**src/rtl/core/rwrm_pkg.sv**
```systemverilog
// Shared constants, types and helper functions of the receive window rate meter.
`default_nettype none

package rwrm_pkg;

    localparam int WINDOW_ENTRIES = 8;
    localparam int PTR_W          = $clog2(WINDOW_ENTRIES);
    localparam int FILL_W         = $clog2(WINDOW_ENTRIES + 1);
    localparam int TRACK_SLOTS    = 8;
    localparam int NSLOT          = TRACK_SLOTS + 1;
    localparam int SLOT_W         = 4;
    localparam int DATA_W         = 32;
    localparam int MASK_W         = 64;
    localparam int ID_W           = 6;
    localparam int CNT_W          = $clog2(DATA_W + 1);

    // Snapshot word: time, total bytes, total frames, slot bytes, slot frames.
    localparam int SNAP_WORDS = 3 + 2 * NSLOT;
    localparam int SNAP_W     = SNAP_WORDS * DATA_W;
    localparam int TB_BASE    = DATA_W;
    localparam int TF_BASE    = 2 * DATA_W;
    localparam int SB_BASE    = 3 * DATA_W;
    localparam int SF_BASE    = SB_BASE + NSLOT * DATA_W;

    localparam logic OP_FRAME = 1'b0;
    localparam logic OP_TICK  = 1'b1;

    localparam logic [1:0] KIND_BYTES  = 2'd0;
    localparam logic [1:0] KIND_FRAMES = 2'd1;
    localparam logic [1:0] KIND_AVG    = 2'd2;

    typedef struct packed {
        logic              in_load;
        logic              frame_add;
        logic              tick_snap;
        logic              cfg_clear;
        logic              prep;
        logic              div_start;
        logic              div_store;
        logic              out_load;
        logic              out_last;
        logic              job_total;
        logic [1:0]        job_kind;
        logic [SLOT_W-1:0] job_slot;
    } rwrm_cmd_t;

    typedef struct packed {
        logic              full;
        logic              div_done;
        logic              out_free;
        logic [SLOT_W-1:0] n_active;
    } rwrm_status_t;

    // Slot of a track id: rank of the id among the set mask bits above bit 0.
    function automatic logic [SLOT_W-1:0] slot_of(input logic [MASK_W-1:0] mask,
                                                  input logic [ID_W-1:0]   id);
        logic [ID_W:0] rank;
        rank = '0;
        for (int i = 1; i < MASK_W; i++) begin
            if ((i <= int'(id)) && mask[i]) begin
                rank = rank + 1'b1;
            end
        end
        if ((id == '0) || !mask[id] || (rank > (ID_W+1)'(TRACK_SLOTS))) begin
            return '0;
        end
        return rank[SLOT_W-1:0];
    endfunction

    // Number of slots beside the catch-all slot, capped at the slot count.
    function automatic logic [SLOT_W-1:0] active_count(input logic [MASK_W-1:0] mask);
        logic [ID_W:0] n;
        n = '0;
        for (int i = 1; i < MASK_W; i++) begin
            if (mask[i]) begin
                n = n + 1'b1;
            end
        end
        if (n > (ID_W+1)'(TRACK_SLOTS)) begin
            return SLOT_W'(TRACK_SLOTS);
        end
        return n[SLOT_W-1:0];
    endfunction

    // Times 1000 modulo 2^32 as 1024 - 32 + 8.
    function automatic logic [DATA_W-1:0] times_ms(input logic [DATA_W-1:0] x);
        return (x << 10) - (x << 5) + (x << 3);
    endfunction

endpackage

`default_nettype wire

```
**src/rtl/core/rwrm_ctrl.sv**
```systemverilog
// Controller state machine: request handshakes and the tick job sequence.
`default_nettype none

module rwrm_ctrl (
    input  wire logic                     aclk,
    input  wire logic                     aresetn,
    input  wire logic                     s_valid,
    input  wire logic                     s_op,
    output logic                          s_ready,
    input  wire logic                     cfg_valid,
    output logic                          cfg_ready,
    input  wire rwrm_pkg::rwrm_status_t   st,
    output rwrm_pkg::rwrm_cmd_t           cmd
);

    localparam logic [3:0] ST_IDLE   = 4'd0;
    localparam logic [3:0] ST_FRAME  = 4'd1;
    localparam logic [3:0] ST_TICK   = 4'd2;
    localparam logic [3:0] ST_LOAD   = 4'd3;
    localparam logic [3:0] ST_PREP   = 4'd4;
    localparam logic [3:0] ST_DSTART = 4'd5;
    localparam logic [3:0] ST_DWAIT  = 4'd6;
    localparam logic [3:0] ST_DSTORE = 4'd7;
    localparam logic [3:0] ST_EMIT   = 4'd8;

    logic [3:0]                  state_reg, state_next;
    logic                        total_reg, total_next;
    logic [1:0]                  kind_reg, kind_next;
    logic [rwrm_pkg::SLOT_W-1:0] slot_reg, slot_next;

    always_comb begin
        state_next = state_reg;
        total_next = total_reg;
        kind_next  = kind_reg;
        slot_next  = slot_reg;
        cmd        = '0;
        cmd.job_total = total_reg;
        cmd.job_kind  = kind_reg;
        cmd.job_slot  = slot_reg;
        s_ready    = 1'b0;
        cfg_ready  = state_reg == ST_IDLE;
        case (state_reg)
            ST_IDLE: begin
                s_ready       = !cfg_valid;
                cmd.cfg_clear = cfg_valid;
                if (s_valid && !cfg_valid) begin
                    cmd.in_load = 1'b1;
                    state_next  = (s_op == rwrm_pkg::OP_TICK) ? ST_TICK : ST_FRAME;
                end
            end
            ST_FRAME: begin
                cmd.frame_add = 1'b1;
                state_next    = ST_IDLE;
            end
            ST_TICK: begin
                cmd.tick_snap = 1'b1;
                total_next    = 1'b1;
                kind_next     = rwrm_pkg::KIND_BYTES;
                slot_next     = '0;
                state_next    = ST_LOAD;
            end
            ST_LOAD: begin
                state_next = st.full ? ST_PREP : ST_EMIT;
            end
            ST_PREP: begin
                cmd.prep   = 1'b1;
                state_next = ST_DSTART;
            end
            ST_DSTART: begin
                cmd.div_start = 1'b1;
                state_next    = ST_DWAIT;
            end
            ST_DWAIT: begin
                if (st.div_done) begin
                    state_next = ST_DSTORE;
                end
            end
            ST_DSTORE: begin
                cmd.div_store = 1'b1;
                if (total_reg) begin
                    if (kind_reg == rwrm_pkg::KIND_BYTES) begin
                        kind_next  = rwrm_pkg::KIND_FRAMES;
                        state_next = ST_DSTART;
                    end else begin
                        total_next = 1'b0;
                        kind_next  = rwrm_pkg::KIND_BYTES;
                        slot_next  = '0;
                        state_next = ST_PREP;
                    end
                end else if (kind_reg != rwrm_pkg::KIND_AVG) begin
                    kind_next  = kind_reg + 1'b1;
                    state_next = ST_DSTART;
                end else if (slot_reg == rwrm_pkg::SLOT_W'(rwrm_pkg::NSLOT - 1)) begin
                    slot_next  = '0;
                    state_next = ST_EMIT;
                end else begin
                    slot_next  = slot_reg + 1'b1;
                    kind_next  = rwrm_pkg::KIND_BYTES;
                    state_next = ST_PREP;
                end
            end
            ST_EMIT: begin
                if (st.out_free) begin
                    cmd.out_load = 1'b1;
                    cmd.out_last = slot_reg == st.n_active;
                    if (slot_reg == st.n_active) begin
                        state_next = ST_IDLE;
                    end else begin
                        slot_next = slot_reg + 1'b1;
                    end
                end
            end
            default: begin
                state_next = ST_IDLE;
            end
        endcase
    end

    always_ff @(posedge aclk) begin
        if (!aresetn) begin
            state_reg <= ST_IDLE;
            total_reg <= 1'b0;
            kind_reg  <= rwrm_pkg::KIND_BYTES;
            slot_reg  <= '0;
        end else begin
            state_reg <= state_next;
            total_reg <= total_next;
            kind_reg  <= kind_next;
            slot_reg  <= slot_next;
        end
    end

endmodule

`default_nettype wire

```
**config.mk**
```make
export PLATFORM = sky130hd
export DESIGN_NAME = rwrm_ctrl
export DESIGN_NICKNAME = d
export VERILOG_FILES = /design/src/rtl/core/rwrm_pkg.sv /design/src/rtl/core/rwrm_ctrl.sv
export SDC_FILE = /design/constraint.sdc
export NUM_CORES = 1
export LEC_CHECK = 0
export BUFFER_PORTS_ARGS = -buffer_cell sky130_fd_sc_hd__buf_2
export CAP_MARGIN = 10
export CORE_UTILIZATION = 54
export CTS_BUF_LIST = sky130_fd_sc_hd__clkbuf_8
export DETAILED_ROUTE_END_ITERATION = 12
export HOLD_SLACK_MARGIN = 0.1
export PLACE_DENSITY = 0.86
export SYNTH_ARGS = -nofsm -noshare
export SYNTH_HDL_FRONTEND = slang
export SYNTH_SLANG_ARGS = --single-unit
```
**constraint.sdc**
```tcl
create_clock -name aclk -period 3.8 [get_ports aclk]
set_input_delay 0.19 -clock aclk [delete_from_list [all_inputs] [get_ports aclk]]
set_output_delay 0.19 -clock aclk [all_outputs]
set_load 0.01 [all_outputs]
```
Yosys cells after proc, flatten, opt, wreduce, memory -nomap -nowiden
Cells that the tools add are included.
{"block": "classes", "n_addsub": 2, "eq_ne": 19, "n_mux": 37, "reduce_logical": 9}
{"op": "4-bit 2-to-1 mux", "count": 14}
{"op": "4-bit one-hot mux with 8 select lines", "count": 1}
{"op": "4-bit by 3-bit == test with 1-bit output (second input constant)", "count": 4}
{"op": "1-bit 2-to-1 mux", "count": 13}
{"op": "2-bit 2-to-1 mux", "count": 6}
{"op": "4-bit one-hot mux with 3 select lines", "count": 1}
{"op": "2-bit inequality test (second input constant)", "count": 5}
{"op": "4-bit by 2-bit == test with 1-bit output (second input constant)", "count": 2}
{"op": "4-bit == test (second input constant)", "count": 2}
{"op": "3-bit inequality test (second input constant)", "count": 2}
{"op": "5-bit AND reduction", "count": 1}
{"op": "4-bit by 1-bit adder with 4-bit output (second input constant)", "count": 1}
{"op": "4-bit by 1-bit == test with 1-bit output (second input constant)", "count": 1}
{"op": "4-bit == test", "count": 1}
{"op": "4-bit zero test", "count": 1}
{"op": "4-bit inequality test (second input constant)", "count": 1}
{"op": "2-bit one-hot mux with 2 select lines", "count": 1}
{"op": "4-bit AND reduction", "count": 1}
{"op": "3-bit nonzero test", "count": 1}
{"op": "2-bit by 1-bit adder with 2-bit output (second input constant)", "count": 1}
{"op": "2-bit zero test", "count": 1}
{"op": "2-bit by 1-bit inequality test with 1-bit output (second input constant)", "count": 1}
{"op": "1-bit one-hot mux with 2 select lines", "count": 1}
{"op": "2-bit AND reduction", "count": 1}
{"op": "other kinds (3)", "count": 3}
{"block": "totals", "ff_bits": 11, "input_bits": 12, "out_inout_bits": 18, "wordCells": 71}

Depth between registers and ports, before layout
{"block": "depth", "ltp_word": 5, "ltp_mapped": 7, "depth_no_buf": 7}

Worst setup path after synthesis
Ideal clock, no wire load.
{"block": "synth_timing", "path_type": "register -> register", "start": "reg slot_reg[0] (netlist name)", "end": "reg slot_reg[3] (netlist name)", "setup_ns": 0.096, "arrival_ns": 1.475, "required_ns": 3.704, "path_slack_ns": 2.229, "path_stages_with_launch": 8, "n_path_buf": 0, "synth_period_minus_slack_ns": 1.571, "path_cell_list": "dfxtp_1 -> inv_1 -> ha_1 -> and3b_1 -> o31ai_2 -> nand2_1 -> a21o_1 -> o41ai_2"}
{"block": "synth_between", "elab_chain_cells": 5, "elab_cells_between_ends": 11, "classes_between": "add/sub (1); eq/ne (3); mux (6); reduce/logical (1)"}
{"element": "start: declaration", "line": "rwrm_ctrl.sv:29", "text": "logic [rwrm_pkg::SLOT_W-1:0] slot_reg, slot_next;"}
{"element": "start signal: assignment", "line": "rwrm_ctrl.sv:129", "text": "slot_reg <= slot_next;"}
{"element": "4-bit by 1-bit adder with 4-bit output or 4-bit == test (tied branches)", "line": "rwrm_ctrl.sv:97, rwrm_ctrl.sv:109, rwrm_ctrl.sv:93"}
{"element": "4-bit 2-to-1 mux", "line": "rwrm_ctrl.sv:93", "text": "end else if (slot_reg == rwrm_pkg::SLOT_W'(rwrm_pkg::NSLOT - 1)) begin"}
{"element": "4-bit 2-to-1 mux", "line": "rwrm_ctrl.sv:90", "text": "end else if (kind_reg != rwrm_pkg::KIND_AVG) begin"}
{"element": "4-bit 2-to-1 mux", "line": "rwrm_ctrl.sv:80", "text": "if (total_reg) begin"}
{"element": "4-bit one-hot mux with 3 select lines", "line": "rwrm_ctrl.sv:42", "text": "case (state_reg)"}
Parallel ways exist; a longest one is shown, timed or not. The select of a mux whose other input is x is not followed.
A chain may end at the register's enable or synchronous reset.

Final worst setup path
{"block": "layout_timing", "start": "reg state_reg[0]", "end": "reg slot_reg[2] (netlist name)"}
{"block": "layout_between", "elab_chain_cells": 3, "elab_cells_between_ends": 10, "classes_between": "eq/ne (7); mux (1); reduce/logical (2)"}
{"element": "start: declaration", "line": "rwrm_ctrl.sv:26", "text": "logic [3:0] state_reg, state_next;"}
{"element": "start signal: assignment", "line": "rwrm_ctrl.sv:126", "text": "state_reg <= state_next;"}
{"element": "4-bit by 3-bit == test with 1-bit output, or another cell as far along", "line": "rwrm_ctrl.sv:42"}
{"element": "3-bit inequality test (no source line), or another cell as far along"}
{"element": "5-bit AND reduction (no source line)"}
Parallel ways exist; a longest one is shown, timed or not.

==> summary.md <==
| Metric | Value |
|---|---|
| Status | `complete, no violations` |
| Post-CTS sizing | `0` |
| WP buf/inv | `0` |
| Fin Setup TNS | `0 ps` |
| Worst path cell trace | `xnor2_1, nand3_1, a211oi_4, a21boi_1, o22ai_1` |
| Cells after Synth | `108` |
| Ports | `30` |
| Buffers on Ports | `29` |
| Crit. End Element | `flop` |
| CTS Root Cell | `clkbuf_8` |
| Fin crit period | `a little under 2000 ps` |
| Hold-fix buffers at CTS | `0` |
| Antenna violations before repair | `0` |
| Clk sinks | `11` |
| Reg2Reg Setup Slack | `around 1900 ps` |
| Layout cell share with drive strength beyond 1 | `about a third` |
| N_diodes | `0` |
| Most used flip-flop cell after synthesis | `dfxtp_1` |
| Area share of the largest cell type after synthesis | `between 20% and 30%` |
| RD Place Congestion | `slightly below 0.9` |
| Final Hold Viols | `0` |
| DR pass1 iterations | `4` |
| Measured slew at the worst slew-check pin | `about 560 ps` |
| DIE AREA | `around 1700 um2` |
| Core Area | `approximately 1400 um2` |
| Share of synthesized registers carrying an async set or reset | `0%` |
| Synthesized area | `between 800 and 900 um2` |
| Kind of critical path | `reg2reg` |
| CP max-delay cell | `dfxtp_1` |
| Area Overhead vs Synth | `20.7%` |
| Worst Path Required | `between 3000 and 4000 ps` |
| Peak per-stage delay on the critical path | `around 670 ps` |
| First-pass GRT wire length | `around 3300 um` |
| Clk slew on worst S/H paths | `50 ps` |
| Startpoint Class | `flop` |
| Routed WL | `roughly 2000 um` |
| Vias | `roughly 850` |
| Die X | `~42 um` |
| Via/cell ratio | `approximately 5.6` |
| #FFs+latches synth | `11` |
| Most frequent cells in the layout | `29 x buf_2, 13 x nand2_1, 11 x nor2_1, 11 x dfxtp_1` |
| DRT iter0 DRCs | `23` |
| Commonest non-fill, non-tap cell in the layout | `buf_2` |
| Final net count | `about 150` |
| Lkg Pwr | `between 0.4 and 0.5 nW` |
| Post-synth EDFFs | `0` |
| Die Y | `41.5 um` |
| Post-placement cell count | `148` |
| Register area share after synthesis | `roughly a quarter` |
| Clock tree buffer depth | `2` |
| GRT Util Overall | `about a quarter` |
| CP delay by family, top | `compound AO/OA/AOI/OAI gates` |
| Max-cap violations | `0` |
| Peak supply drop | `~0.00032 V` |
| Vias in the first global route | `between 700 and 800` |
| Synth unique cells | `40` |
| Starting Density | `61.1%` |
| Pwr Density | `between 300 and 400 nW/um2` |
| Antenna viol nets, final | `0` |
| Final setup vio count | `0` |
| Hold crit path type | `in2reg` |
| Largest net degree at the start of global routing | `16` |
| Slew HR | `a little over three fifths` |
| DP Wirelength | `1560 um` |
| Peak Freq | `518 MHz` |
| Setup skew after layout | `roughly 0.83 ps` |
| TritonCTS clock tree | `built` |
| H-tree depth | `1` |
| Crit path arrival time | `between 2000 and 2500 ps` |
| Post-route clock period utilization | `50.8%` |
| WL/cell | `~13 um` |
| Unrepaired setup endpoints after global routing | `false` |
| Post-Layout Cell Count | `~150` |
| Synth Area per Inst | `around 7.8 um2` |
| CTS buffer count | `3` |
| Postcts setup bufs | `0` |
| # DRC | `0` |
| Critical-path maximum fanout | `15` |
| Post-layout util | `~74%` |
| Clock insertion delay at the later pin of the skew report | `approximately 240 ps` |
| Grt ovf | `0` |
| Largest cells by area after synthesis | `dfxtp_1 26%, nand2_1 5.8%, nor2_1 4.9%` |
| Total number of yosys warnings | `0` |
| Post-synth top area cell | `dfxtp_1` |
| Final Max Slew Viols | `0` |
| Synthesized net count | `roughly 120` |
| Row count | `13` |
==> logic make-up (layout without fill, tap and decap cells) <==
kind of cell	Yosys count	count (layout)	synth area share, %
adders and majority gates	2	2	2.96
xor gates and xnor gates	5	5	5.18
AOI/OAI and AO/OA	23	23	20.3
buffers and inverters	13	42	8.15
DFF	11	11	26.1
and+or+nand+nor	54	54	37.3
==> metal layers <==
layer  vias to the layer above  global-route usage (%)  share of wire, %
li1                        434                       -                 -
met1                       390                    30.2                44
met2                        28                    41.6                50
met3                         2                    6.52               5.5
met4                         0                    3.87              0.85
met5                         -                       0                 0
==> cell usage after synthesis, types with 2 or more instances <==
| master | instances |
|---|---|
| or4b_1 | 2 |
| and2_1 | 3 |
| nor3_1 | 6 |
| nand2b_1 | 3 |
| a21oi_1 | 8 |
| inv_1 | 8 |
| nor2b_1 | 2 |
| nand3_1 | 4 |
| ha_1 | 2 |
| nand2_1 | 13 |
| dfxtp_1 | 11 |
| xor2_1 | 4 |
| o21ai_0 | 2 |
| nor2_1 | 11 |
| a211oi_1 | 2 |
| o22ai_1 | 2 |
| buf_6 | 2 |
==> cell type report <==
type | count | area [um2]
timing repair buffer | 29 | 145
clock buffer | 3 | 41.3
sequential | 11 | 220
inverter | 9 | 33.8
fill | 115 | 363
clock inverter | 1 | 5.00
multi-input combinational | 84 | 556
tap | 15 | 18.8
==> through the flow <==
stage / total power [mW] / area, um2 / hold slack, ps / setup WS (ps)
after floorplan: 0.173 / 845 / 348 / 2230
after global placement: 0.189 / 973 / 507 / 2000
after detailed placement: 0.192 / 973 / 511 / 1900
after CTS: 0.310 / 1020 / 258 / 1890
after global routing: 0.324 / 1020 / 262 / 1740
final: 0.307 / 1020 / 260 / 1870
==> worst min-delay path, delay by kind of cell <==
family | cells | cell delay (ps)
simple gates | 1 | 60
buf+inv | 1 | 130
compound gates | 1 | 60
==> report_power, final <==
part | switching (mW) | total [mW] | leakage, nW | internal, mW
Sequential | 0.0123 | 0.131 | 0.0891 | 0.119
Combinational | 0.0322 | 0.0582 | 0.364 | 0.0260
Clock | 0.0455 | 0.118 | 0.0255 | 0.0721
==> path summary, 6_finish.rpt <==
path                        startpoint  cells after the start                  endpoint
max          state_reg[0]$_SDFFE_PN0P_                      5  slot_reg[2]$_SDFFE_PN0P_
min                            aresetn                      3  slot_reg[0]$_SDFFE_PN0P_
max reg2reg  state_reg[0]$_SDFFE_PN0P_                      5  slot_reg[2]$_SDFFE_PN0P_
min reg2reg   slot_reg[0]$_SDFFE_PN0P_                      2  slot_reg[0]$_SDFFE_PN0P_
No activity file was read; power rests on OpenSTA's default activity.
